**src/hw/rtl/skhm_pkg.sv**
```systemverilog
`timescale 1ns / 1ps

package skhm_pkg;

  localparam int unsigned KEY_WORDS = 8;
  localparam logic [31:0] HASH_BASIS = 32'd2166136261;
  localparam logic [31:0] HASH_PRIME = 32'd16777619;

  typedef enum logic [1:0] {
    ST_OK        = 2'd0,
    ST_FULL      = 2'd1,
    ST_NOT_FOUND = 2'd2
  } status_t;

  typedef enum logic [2:0] {
    S_CLEAR,
    S_IDLE,
    S_MOD,
    S_OCC,
    S_CMP,
    S_WRITE,
    S_DONE
  } state_t;

  // controller to datapath
  typedef struct packed {
    logic    clr_step;
    logic    byte_take;
    logic    start;
    logic    mod_step;
    logic    occ_rd;
    logic    cmp_step;
    logic    probe_next;
    logic    wr_step;
    logic    out_load;
    status_t res_status;
    logic    res_use_val;
  } cmd_t;

  // datapath to controller
  typedef struct packed {
    logic clr_done;
    logic mod_done;
    logic word_last;
    logic probe_last;
    logic occ;
    logic match;
    logic req_query;
    logic out_free;
  } sts_t;

endpackage

```
**src/hw/rtl/skhm_ctrl.sv**
```systemverilog
`timescale 1ns / 1ps

module skhm_ctrl (
  input  logic            clk,
  input  logic            rst_n,
  input  logic            in_valid,
  input  logic [7:0]      in_key_byte,
  input  skhm_pkg::sts_t  sts,
  output logic            in_stall,
  output skhm_pkg::cmd_t  cmd
);
  import skhm_pkg::*;

  state_t  state_r, state_nxt;
  status_t res_status_r, res_status_nxt;
  logic    res_use_val_r, res_use_val_nxt;

  always_ff @(posedge clk) begin
    if (!rst_n) begin
      state_r       <= S_CLEAR;
      res_status_r  <= ST_OK;
      res_use_val_r <= 1'b0;
    end else begin
      state_r       <= state_nxt;
      res_status_r  <= res_status_nxt;
      res_use_val_r <= res_use_val_nxt;
    end
  end

  always_comb begin
    state_nxt       = state_r;
    res_status_nxt  = res_status_r;
    res_use_val_nxt = res_use_val_r;
    cmd             = '0;
    cmd.res_status  = res_status_r;
    cmd.res_use_val = res_use_val_r;
    in_stall        = 1'b1;
    case (state_r)
      S_CLEAR: begin
        cmd.clr_step = 1'b1;
        if (sts.clr_done) state_nxt = S_IDLE;
      end
      S_IDLE: begin
        in_stall = 1'b0;
        if (in_valid) begin
          if (in_key_byte != 8'd0) begin
            cmd.byte_take = 1'b1;
          end else begin
            cmd.start = 1'b1;
            state_nxt = S_MOD;
          end
        end
      end
      S_MOD: begin
        cmd.mod_step = 1'b1;
        if (sts.mod_done) state_nxt = S_OCC;
      end
      S_OCC: begin
        cmd.occ_rd = 1'b1;
        state_nxt  = S_CMP;
      end
      S_CMP: begin
        cmd.cmp_step = 1'b1;
        if (sts.word_last) begin
          if (!sts.req_query) begin
            if (!sts.occ || sts.match) begin
              state_nxt = S_WRITE;
            end else if (sts.probe_last) begin
              res_status_nxt  = ST_FULL;
              res_use_val_nxt = 1'b0;
              state_nxt       = S_DONE;
            end else begin
              cmd.probe_next = 1'b1;
              state_nxt      = S_OCC;
            end
          end else begin
            if (!sts.occ || (!sts.match && sts.probe_last)) begin
              res_status_nxt  = ST_NOT_FOUND;
              res_use_val_nxt = 1'b0;
              state_nxt       = S_DONE;
            end else if (sts.match) begin
              res_status_nxt  = ST_OK;
              res_use_val_nxt = 1'b1;
              state_nxt       = S_DONE;
            end else begin
              cmd.probe_next = 1'b1;
              state_nxt      = S_OCC;
            end
          end
        end
      end
      S_WRITE: begin
        cmd.wr_step = 1'b1;
        if (sts.word_last) begin
          res_status_nxt  = ST_OK;
          res_use_val_nxt = 1'b0;
          state_nxt       = S_DONE;
        end
      end
      S_DONE: begin
        if (sts.out_free) begin
          cmd.out_load = 1'b1;
          state_nxt    = S_IDLE;
        end
      end
      default: begin
        state_nxt = S_IDLE;
      end
    endcase
  end

endmodule

```
**config.mk**
```make
export PLATFORM = sky130hd
export DESIGN_NAME = skhm_ctrl
export DESIGN_NICKNAME = d
export VERILOG_FILES = /design/src/hw/rtl/skhm_pkg.sv /design/src/hw/rtl/skhm_ctrl.sv
export SDC_FILE = /design/constraint.sdc
export NUM_CORES = 1
export LEC_CHECK = 0
export BUFFER_PORTS_ARGS = -buffer_cell sky130_fd_sc_hd__buf_2
export CAP_MARGIN = 10
export CORE_MARGIN = 2
export CORE_UTILIZATION = 35
export CTS_BUF_LIST = sky130_fd_sc_hd__clkbuf_8
export CTS_CLUSTER_SIZE = 8
export DETAILED_ROUTE_END_ITERATION = 10
export GPL_TIMING_DRIVEN = 0
export PLACE_DENSITY = 0.7
export SLEW_MARGIN = 20
export SYNTH_ARGS = -nofsm -noshare
export SYNTH_HDL_FRONTEND = slang
export SYNTH_SLANG_ARGS = --single-unit
```
**constraint.sdc**
```tcl
create_clock -name clk -period 1.5 [get_ports clk]
set_input_delay 0.3 -clock clk [delete_from_list [all_inputs] [get_ports clk]]
set_output_delay 0.3 -clock clk [all_outputs]
set_load 0.01 [all_outputs]
```
## Word-level counts from Yosys, hierarchy flattened

Cells that the tools add are included.
Widths: inputs -> output; s select.

| cells by class | value |
|---|---|
| multiplexer cells | 47 |
| equal/unequal tests | 16 |
| reductions and logical operators | 10 |

Operator list:

| kind | count |
|---|---|
| $mux 3 | 12 |
| $mux 1 | 22 |
| $pmux 3 s7 | 1 |
| $mux 2 | 10 |
| $ne 2x2->1 const B | 7 |
| $eq 3x3->1 const B | 3 |
| $reduce_bool 8->1 | 1 |
| $reduce_and 7->1 | 1 |
| $eq 3x2->1 const B | 2 |
| $ne 3x3->1 const B | 2 |
| $reduce_and 6->1 | 1 |
| $ne 4x4->1 const B | 1 |
| $pmux 2 s2 | 1 |
| $eq 3x1->1 const B | 1 |
| $logic_not 3->1 | 1 |
| $logic_not 1->1 | 2 |
| $logic_or 1x1->1 | 2 |
| $pmux 1 s2 | 1 |
| $reduce_bool 2->1 | 1 |
| $logic_and 1x1->1 | 1 |

| word-level totals | value |
|---|---|
| bits of input ports | 19 |
| bits in registers | 6 |
| logic and storage cells | 76 |
| output and inout bits | 13 |

## Logic depth before layout (Yosys ltp)

Gate-level depths: netlist of run 1.

| depth | value |
|---|---|
| depth in word-level cells | 7 |
| mapped depth | 5 |
| gate-level depth less buffers | 4 |

## Worst setup path after synthesis of run 1

No wires, ideal clock.

| path | value |
|---|---|
| path kind | register to register |
| start | reg state_r[0] |
| end | reg res_use_val_r |
| data arrival time | 1.291 ns |
| setup slack | 0.140 ns |
| cell stages (with the launch flop) | 6 |
| clock period less this slack | 1.360 ns |
| required time | 1.430 ns |
| library setup time | 0.070 ns |
| path buffers | 1 |
| path through | dfxtp_1 > buf_6 > inv_1 > o211a_1 > or4_1 > a21oi_1 |

| on the way | value |
|---|---|
| word-level cells in the longest chain between the ends | 3 |
| elaborated cells between the ends (all ways) | 10 |
| classes of those cells | 7 x eq/ne; 1 x mux; 2 x reduce/logical |

Ends and longest elaborated chain:

| element | RTL line | text |
|---|---|---|
| start: declaration | skhm_ctrl.sv:14 | `state_t state_r, state_nxt;` |
| start signal: assignment | skhm_ctrl.sv:24 | `state_r <= state_nxt;` |
| $eq 3x3->1 | skhm_ctrl.sv:38 | `case (state_r)` |
| $ne 4x4->1 (no source line), or another cell as far along | - |  |
| $reduce_and 6->1 (no source line) | - |  |
| end signal: assignment | skhm_ctrl.sv:26 | `res_use_val_r <= res_use_val_nxt;` |
| end: declaration | skhm_ctrl.sv:16 | `logic res_use_val_r, res_use_val_nxt;` |

Several ways; a longest one is shown, not always the timed one.
A chain may end at the register's enable or synchronous reset.

## Final worst setup path of run 1

Same ends and word-level chain as after synthesis.

==> run_results.csv, run 1 <==
group,metric,value,unit
outcome,status,"finished, violations left",
outcome,violations,"setup timing",
yosys,ys_ff_latch,6,
cells_and_area,multi_input_area,394,um2
die,fp.dieW,41.8,um
timing,post-route-period-util,102,%
timing,setup_violations,1,
grt,grt_max_degree,11,
cells_and_area,drive_above_1_share,52.8,%
power,pwr-share-comb,51.4,%
yosys,synth_cells,68,
flow_run,drv_cap,0,
worst_setup_path,cp_max_fo,8,
drt,wl_met1,648,um
power,switching_share,35.9,%
timing,worst_slew_pin_slew,281,ps
grt,grt_pass1_vias,568,
die,rows,13,
clocking,cts.sinks,6,
worst_setup_path,crit_type,"register to register",
yosys,synth_area_leaders,"dfxtp_1 24%, a21oi_1 6.0%, o21ai_0 6.0%, nor2_1 5.3%, nand2_1 4.5%",
power,intPower,594,uW
yosys,syn-cell-area,500,um2
min_path,hp-class,"input pin to register",
clocking,cts_hold_buf,0,
drt,route.detailed.drc,0,
cells_and_area,final_common_cell,"buf_2",
die,initial_utilization,38.0,%
cells_and_area,layout_common_cells,"31 x buf_2, 8 x buf_4, 6 x nor2_1, 6 x nand2_1, 6 x o21ai_0",
cells_and_area,nNetsFinal,129,
worst_setup_path,crit_arrival,1690,ps
drt,wl_met3,108,um
grt,grt_pass1_wl,2260,um
drt,wl_met2,718,um
place,placed_area,674,um2
cells_and_area,fillers,127,
cells_and_area,stdcell_area,837,um2
timing,post-route-min-period,1530,ps
cells_and_area,stdcell_count,123,
die,die_h,41.8,um
cells_and_area,final-seq-area,123,um2
worst_setup_path,cp_data_required_time,1660,ps
clocking,path_clk_slew,40,ps
cells_and_area,finish.utilization,63.5,%
power,p_sw,333,uW
power,powerDensity,1110,nW/um2
timing,worst_slack,-26.8,ps
power,power.leakage,0.397,nW
power,pwr-share-clk,27.0,%
timing,rsz0062_at_grt,"yes",
place,place.detailed.instances,114,
worst_setup_path,crit_chain,"buf_6 > clkinvlp_4 > o211a_1 > or4_1 > a21oi_1",
yosys,synthesis.nets,87,
die,die_area,1750,um2
power,power,927,uW
timing,skew,1.99,ps
cells_and_area,area_delta_synth_final,67.3,%
place,place.port_buffers,31,
die,fp.coreArea,1320,um2
timing,setup_tns,-26.8,ps
yosys,ys_warn_count,0,
power,power_frac_seq,21.6,%
yosys,syn_avg_cell_area,7.36,um2
worst_setup_path,crit_path_max_incr_delay,550,ps
drt,viasPerCell,5.45,
grt,antenna_found_initial,0,
drt,finalWirelength,1490,um
drt,first_iter_violations,12,
yosys,synth_top_cell_by_area,"dfxtp_1",
grt,track_usage,16.4,%
yosys,synth_top_area_share,24.0,%
drt,vias,670,
yosys,yosys.cell_types.count,32,
yosys,ys_seq_area_share,24.0,%
place,pre_cts_slack,-45.3,ps
die,num_io_pins,32,
cells_and_area,diodes,0,
place,dp_hpwl,1060,um
timing,max_freq,655,MHz
place,place.gp.congestion,0.852,
drt,wl_per_cell,12.1,um
drt,top_layer_used,"met4",
timing,finalHoldViolations,0,
clocking,cts_buffer_depth,2,
grt,overflow,0,
power,vdd_drop_max,0.476,mV
clocking,clock_latency,230,ps
worst_setup_path,start_kind,"register",
drt,dr.pass1.iters,4,
clocking,cts_made_buffers,3,
timing,slew_viol_final,0,
worst_setup_path,slowest_stage,"or4_1",
timing,relSlewSlack,81.1,%
clocking,cts_root_buf,"clkbuf_8",
clocking,htree_levels,1,
clocking,cts_tree,"yes",
drt,ant_nets,0,
worst_setup_path,worstSetupEndpointType,"register",
timing,hold_ws,303,ps
[final cells by class]
| type | instances | share of cell area (%) |
|---|---|---|
| inverter | 5 | 2.69 |
| timing repair buffer | 37 | 23.9 |
| clock buffer | 3 | 4.93 |
| buffer | 4 | 4.48 |
| sequential | 6 | 14.6 |
| multi-input combinational | 53 | 47.1 |
| tap | 15 | 2.24 |
[cell families after synthesis]
| group | Yosys count | share of synthesized area, % |
|---|---|---|
| AO/OA/AOI/OAI | 22 | 28.8 |
| XOR/XNOR | 1 | 1.75 |
| buffers and inverters | 9 | 9.50 |
| flip-flops | 6 | 24.0 |
| multiplexers | 1 | 2.00 |
| AND/OR/NAND/NOR | 29 | 34.0 |
[synthesized netlist by cell type]
library cell	number
nor2_1	7
a21oi_1	6
dfxtp_1	6
nand2_1	6
o21ai_0	6
inv_1	5
and2_1	2
buf_2	2
nand2b_1	2
nand3b_1	2
nor4_1	2
or4_1	2
a221oi_1	1
a22oi_1	1
a2bb2oi_1	1
a311oi_1	1
a32o_1	1
and4bb_2	1
buf_4	1
buf_6	1
mux2i_1	1
nand3_1	1
nor2b_4	1
nor3_1	1
nor3b_1	1
o2111ai_1	1
o211a_1	1
o211ai_1	1
o21a_1	1
o22ai_1	1
or4b_1	1
xor2_1	1
[per-layer routing]
metal  GRT usage (%)  vias to the layer above
li1                -                      333
met3            4.35                        2
met4            7.74                        0
met5               0                        -
met2            27.2                       26
met1            19.3                      309
[sequential cells by signal, indices dropped and copies added, names as in the netlist]
| register | cells |
|---|---|
| res_status_r | 2 |
| state_r | 3 |
| res_use_val_r | 1 |
[worst paths after layout]
check | startpoint | end | slack (ps) | cells after the start
setup / recovery | state_r[0] | res_use_val_r | -30 | 5
hold / removal | rst_n | state_r[1] | 300 | 2
hold reg to reg | res_status_r[1] | res_status_r[1] | 470 | 2
setup reg to reg | state_r[0] | res_use_val_r | -30 | 5
[worst max-delay path: cells and delay by family, from the launching register on]
kind / cells / cell delay, ps
and+or+nand+nor: 1 / 550
AOI/OAI and AO/OA: 2 / 330
DFF: 1 / 310
buffers and inverters: 2 / 270
[timing repair]
item / CTS / global route
setup buffers: 1 / 5
resized for setup: 2 / 17
pin swaps: 1 / 4
endpoints found under the setup margin: 3 / 8
[power by group through the flow]
| stage | Sequential (mW) | Clock, mW | Combinational, mW |
|---|---|---|---|
| after floorplan | 0.192 | 0 | 0.248 |
| after global placement | 0.192 | 0 | 0.351 |
| after detailed placement | 0.192 | 0 | 0.358 |
| after CTS | 0.193 | 0.247 | 0.381 |
| after global routing | 0.202 | 0.260 | 0.517 |
| final | 0.200 | 0.250 | 0.477 |
Note: power is estimated with default switching activity, not from simulation.
==> run 2: changes to the inputs <==
--- a/config.mk
+++ b/config.mk
@@ -13,7 +13,7 @@
 export CTS_CLUSTER_SIZE = 8
 export DETAILED_ROUTE_END_ITERATION = 10
 export GPL_TIMING_DRIVEN = 0
-export PLACE_DENSITY = 0.7
+export PLACE_DENSITY = 0.68
 export SLEW_MARGIN = 20
 export SYNTH_ARGS = -nofsm -noshare
 export SYNTH_HDL_FRONTEND = slang
==> run_results.csv, run 2 (synthesized netlist as in run 1, its figures left out) <==
group,metric,value,unit
cells_and_area,final_common_cell,"buf_2",
clocking,cts_made_buffers,3,
grt,grt_pass1_vias,521,
clocking,cts.sinks,6,
drt,viasPerCell,5.36,
die,rows,13,
clocking,cts_tree,"yes",
timing,skew,2.05,ps
worst_setup_path,rr_startpoint,"state_r[0]",
cells_and_area,top_register,"state_r",
power,intPower,596,uW
timing,post-route-min-period,1470,ps
grt,antenna_found_initial,0,
power,pwr-share-clk,26.3,%
timing,slew_viol_final,0,
clocking,path_clk_slew,40,ps
die,initial_utilization,38.0,%
die,fp.coreArea,1320,um2
power,pwr-share-comb,52.5,%
cells_and_area,final-seq-area,121,um2
power,powerDensity,1090,nW/um2
place,place.detailed.instances,114,
place,place.gp.congestion,0.835,
cells_and_area,drive_above_1_share,53.6,%
cells_and_area,area_delta_synth_final,68.3,%
worst_setup_path,cp_max_fo,7,
die,die_h,41.8,um
timing,setup_tns,0,ps
power,p_sw,321,uW
drt,first_iter_violations,3,
drt,wl_per_cell,11.6,um
die,die_area,1750,um2
die,num_io_pins,32,
clocking,clock_latency,220,ps
timing,relSlewSlack,79.4,%
die,fp.dieW,41.8,um
worst_setup_path,cp_data_required_time,1650,ps
worst_setup_path,crit_chain,"buf_6 > clkinvlp_4 > o211a_1 > or4_1 > a21oi_1",
worst_setup_path,crit_type,"register to register",
timing,rsz0062_at_grt,"yes",
clocking,cts_buffer_depth,2,
power,power.leakage,0.404,nW
power,vdd_drop_max,0.519,mV
outcome,status,"complete, no violations",
clocking,cts_hold_buf,0,
drt,vias,670,
cells_and_area,largest_register_ffs,3,
place,place.port_buffers,31,
place,dp_hpwl,1020,um
min_path,hp-class,"input pin to register",
timing,setup_violations,0,
worst_setup_path,crit_path_max_incr_delay,490,ps
timing,hold_ws,320,ps
cells_and_area,top_regs,"state_r x3, res_status_r x2, res_use_val_r x1",
worst_setup_path,crit_arrival,1620,ps
worst_setup_path,slowest_stage,"or4_1",
timing,finalHoldViolations,0,
timing,post-route-period-util,98.0,%
drt,finalWirelength,1450,um
clocking,htree_levels,1,
timing,max_freq,680,MHz
cells_and_area,stdcell_count,125,
cells_and_area,layout_common_cells,"31 x buf_2, 9 x buf_4, 6 x nand2_1, 6 x o21ai_0",
drt,dr.pass1.iters,4,
power,power_frac_seq,21.3,%
cells_and_area,diodes,0,
cells_and_area,fillers,133,
power,switching_share,35.0,%
drt,ant_nets,0,
worst_setup_path,worstSetupEndpointType,"register",
worst_setup_path,start_kind,"register",
min_path,min_from,"rst_n",
drt,route.detailed.drc,0,
cells_and_area,multi_input_area,385,um2
cells_and_area,finish.utilization,63.9,%
grt,grt_pass1_wl,2040,um
grt,grt_max_degree,11,
grt,track_usage,14.4,%
timing,worst_slew_pin_slew,306,ps
cells_and_area,nNetsFinal,131,
power,power,917,uW
clocking,cts_root_buf,"clkbuf_8",
flow_run,drv_cap,0,
grt,overflow,0,
worst_setup_path,cp-startpoint,"state_r[0]",
==> run 2: cell count changes in the layout (fill, tap and decap cells not counted), sizes merged <==
| cell | previous run | this run |
|---|---|---|
| buf | 41 | 42 |
| clkbuf | 3 | 4 |
==> run 2: what timing repair did <==
action	CTS	global route
pin swaps	1	6
resized for setup	4	12
endpoints found under the setup margin	3	8
setup buffers	0	8
cloned	0	0
==> run 2: area by class of cell <==
class | count | area share, %
clock buffers | 3 | 4.90
well taps | 15 | 2.23
inverters | 5 | 2.67
multi-input cells | 53 | 45.8
repair buffers | 39 | 25.6
flip-flops and latches | 6 | 14.4
plain buffers | 4 | 4.46
==> run 2: stage by stage <==
step	area (um2)	setup WS, ps
6_report	842	30.4
5_1_grt	842	-56.2
4_1_cts	732	2.90
3_5_place_dp	674	-64.4
3_3_place_gp	674	-42.4
2_1_floorplan	500	140
==> run 2: power groups by stage <==
stage / registers, mW / clock network, mW / logic [mW]
4_1_cts: 0.193 / 0.246 / 0.368
5_1_grt: 0.198 / 0.255 / 0.523
6_report: 0.195 / 0.241 / 0.481
3_5_place_dp: 0.192 / 0 / 0.353
3_3_place_gp: 0.191 / 0 / 0.352
2_1_floorplan: 0.192 / 0 / 0.248
==> run 2: worst paths after layout <==
| kind | to | slack, ps | cells past startpoint |
|---|---|---|---|
| min reg2reg | res_status_r[0] | 480 | 2 |
| max | res_status_r[0] | 30 | 5 |
| max reg2reg | res_status_r[0] | 30 | 5 |
| min | state_r[1] | 320 | 2 |
==> run 2: worst max-delay path: cells and delay by family (launching register included) <==
kind / cells / cell delay, ps
buffers and inverters: 2 / 270
DFF: 1 / 310
and+or+nand+nor: 1 / 490
AOI/OAI and AO/OA: 2 / 330
==> run 2: layer usage <==
layer | up-vias | part of all wire, % | track usage, %
met5 | - | 0 | 0
met4 | 0 | 0 | 1.94
met3 | 0 | 8.9 | 6.96
met2 | 29 | 49 | 23.1
met1 | 304 | 42 | 17.8
li1 | 337 | - | -
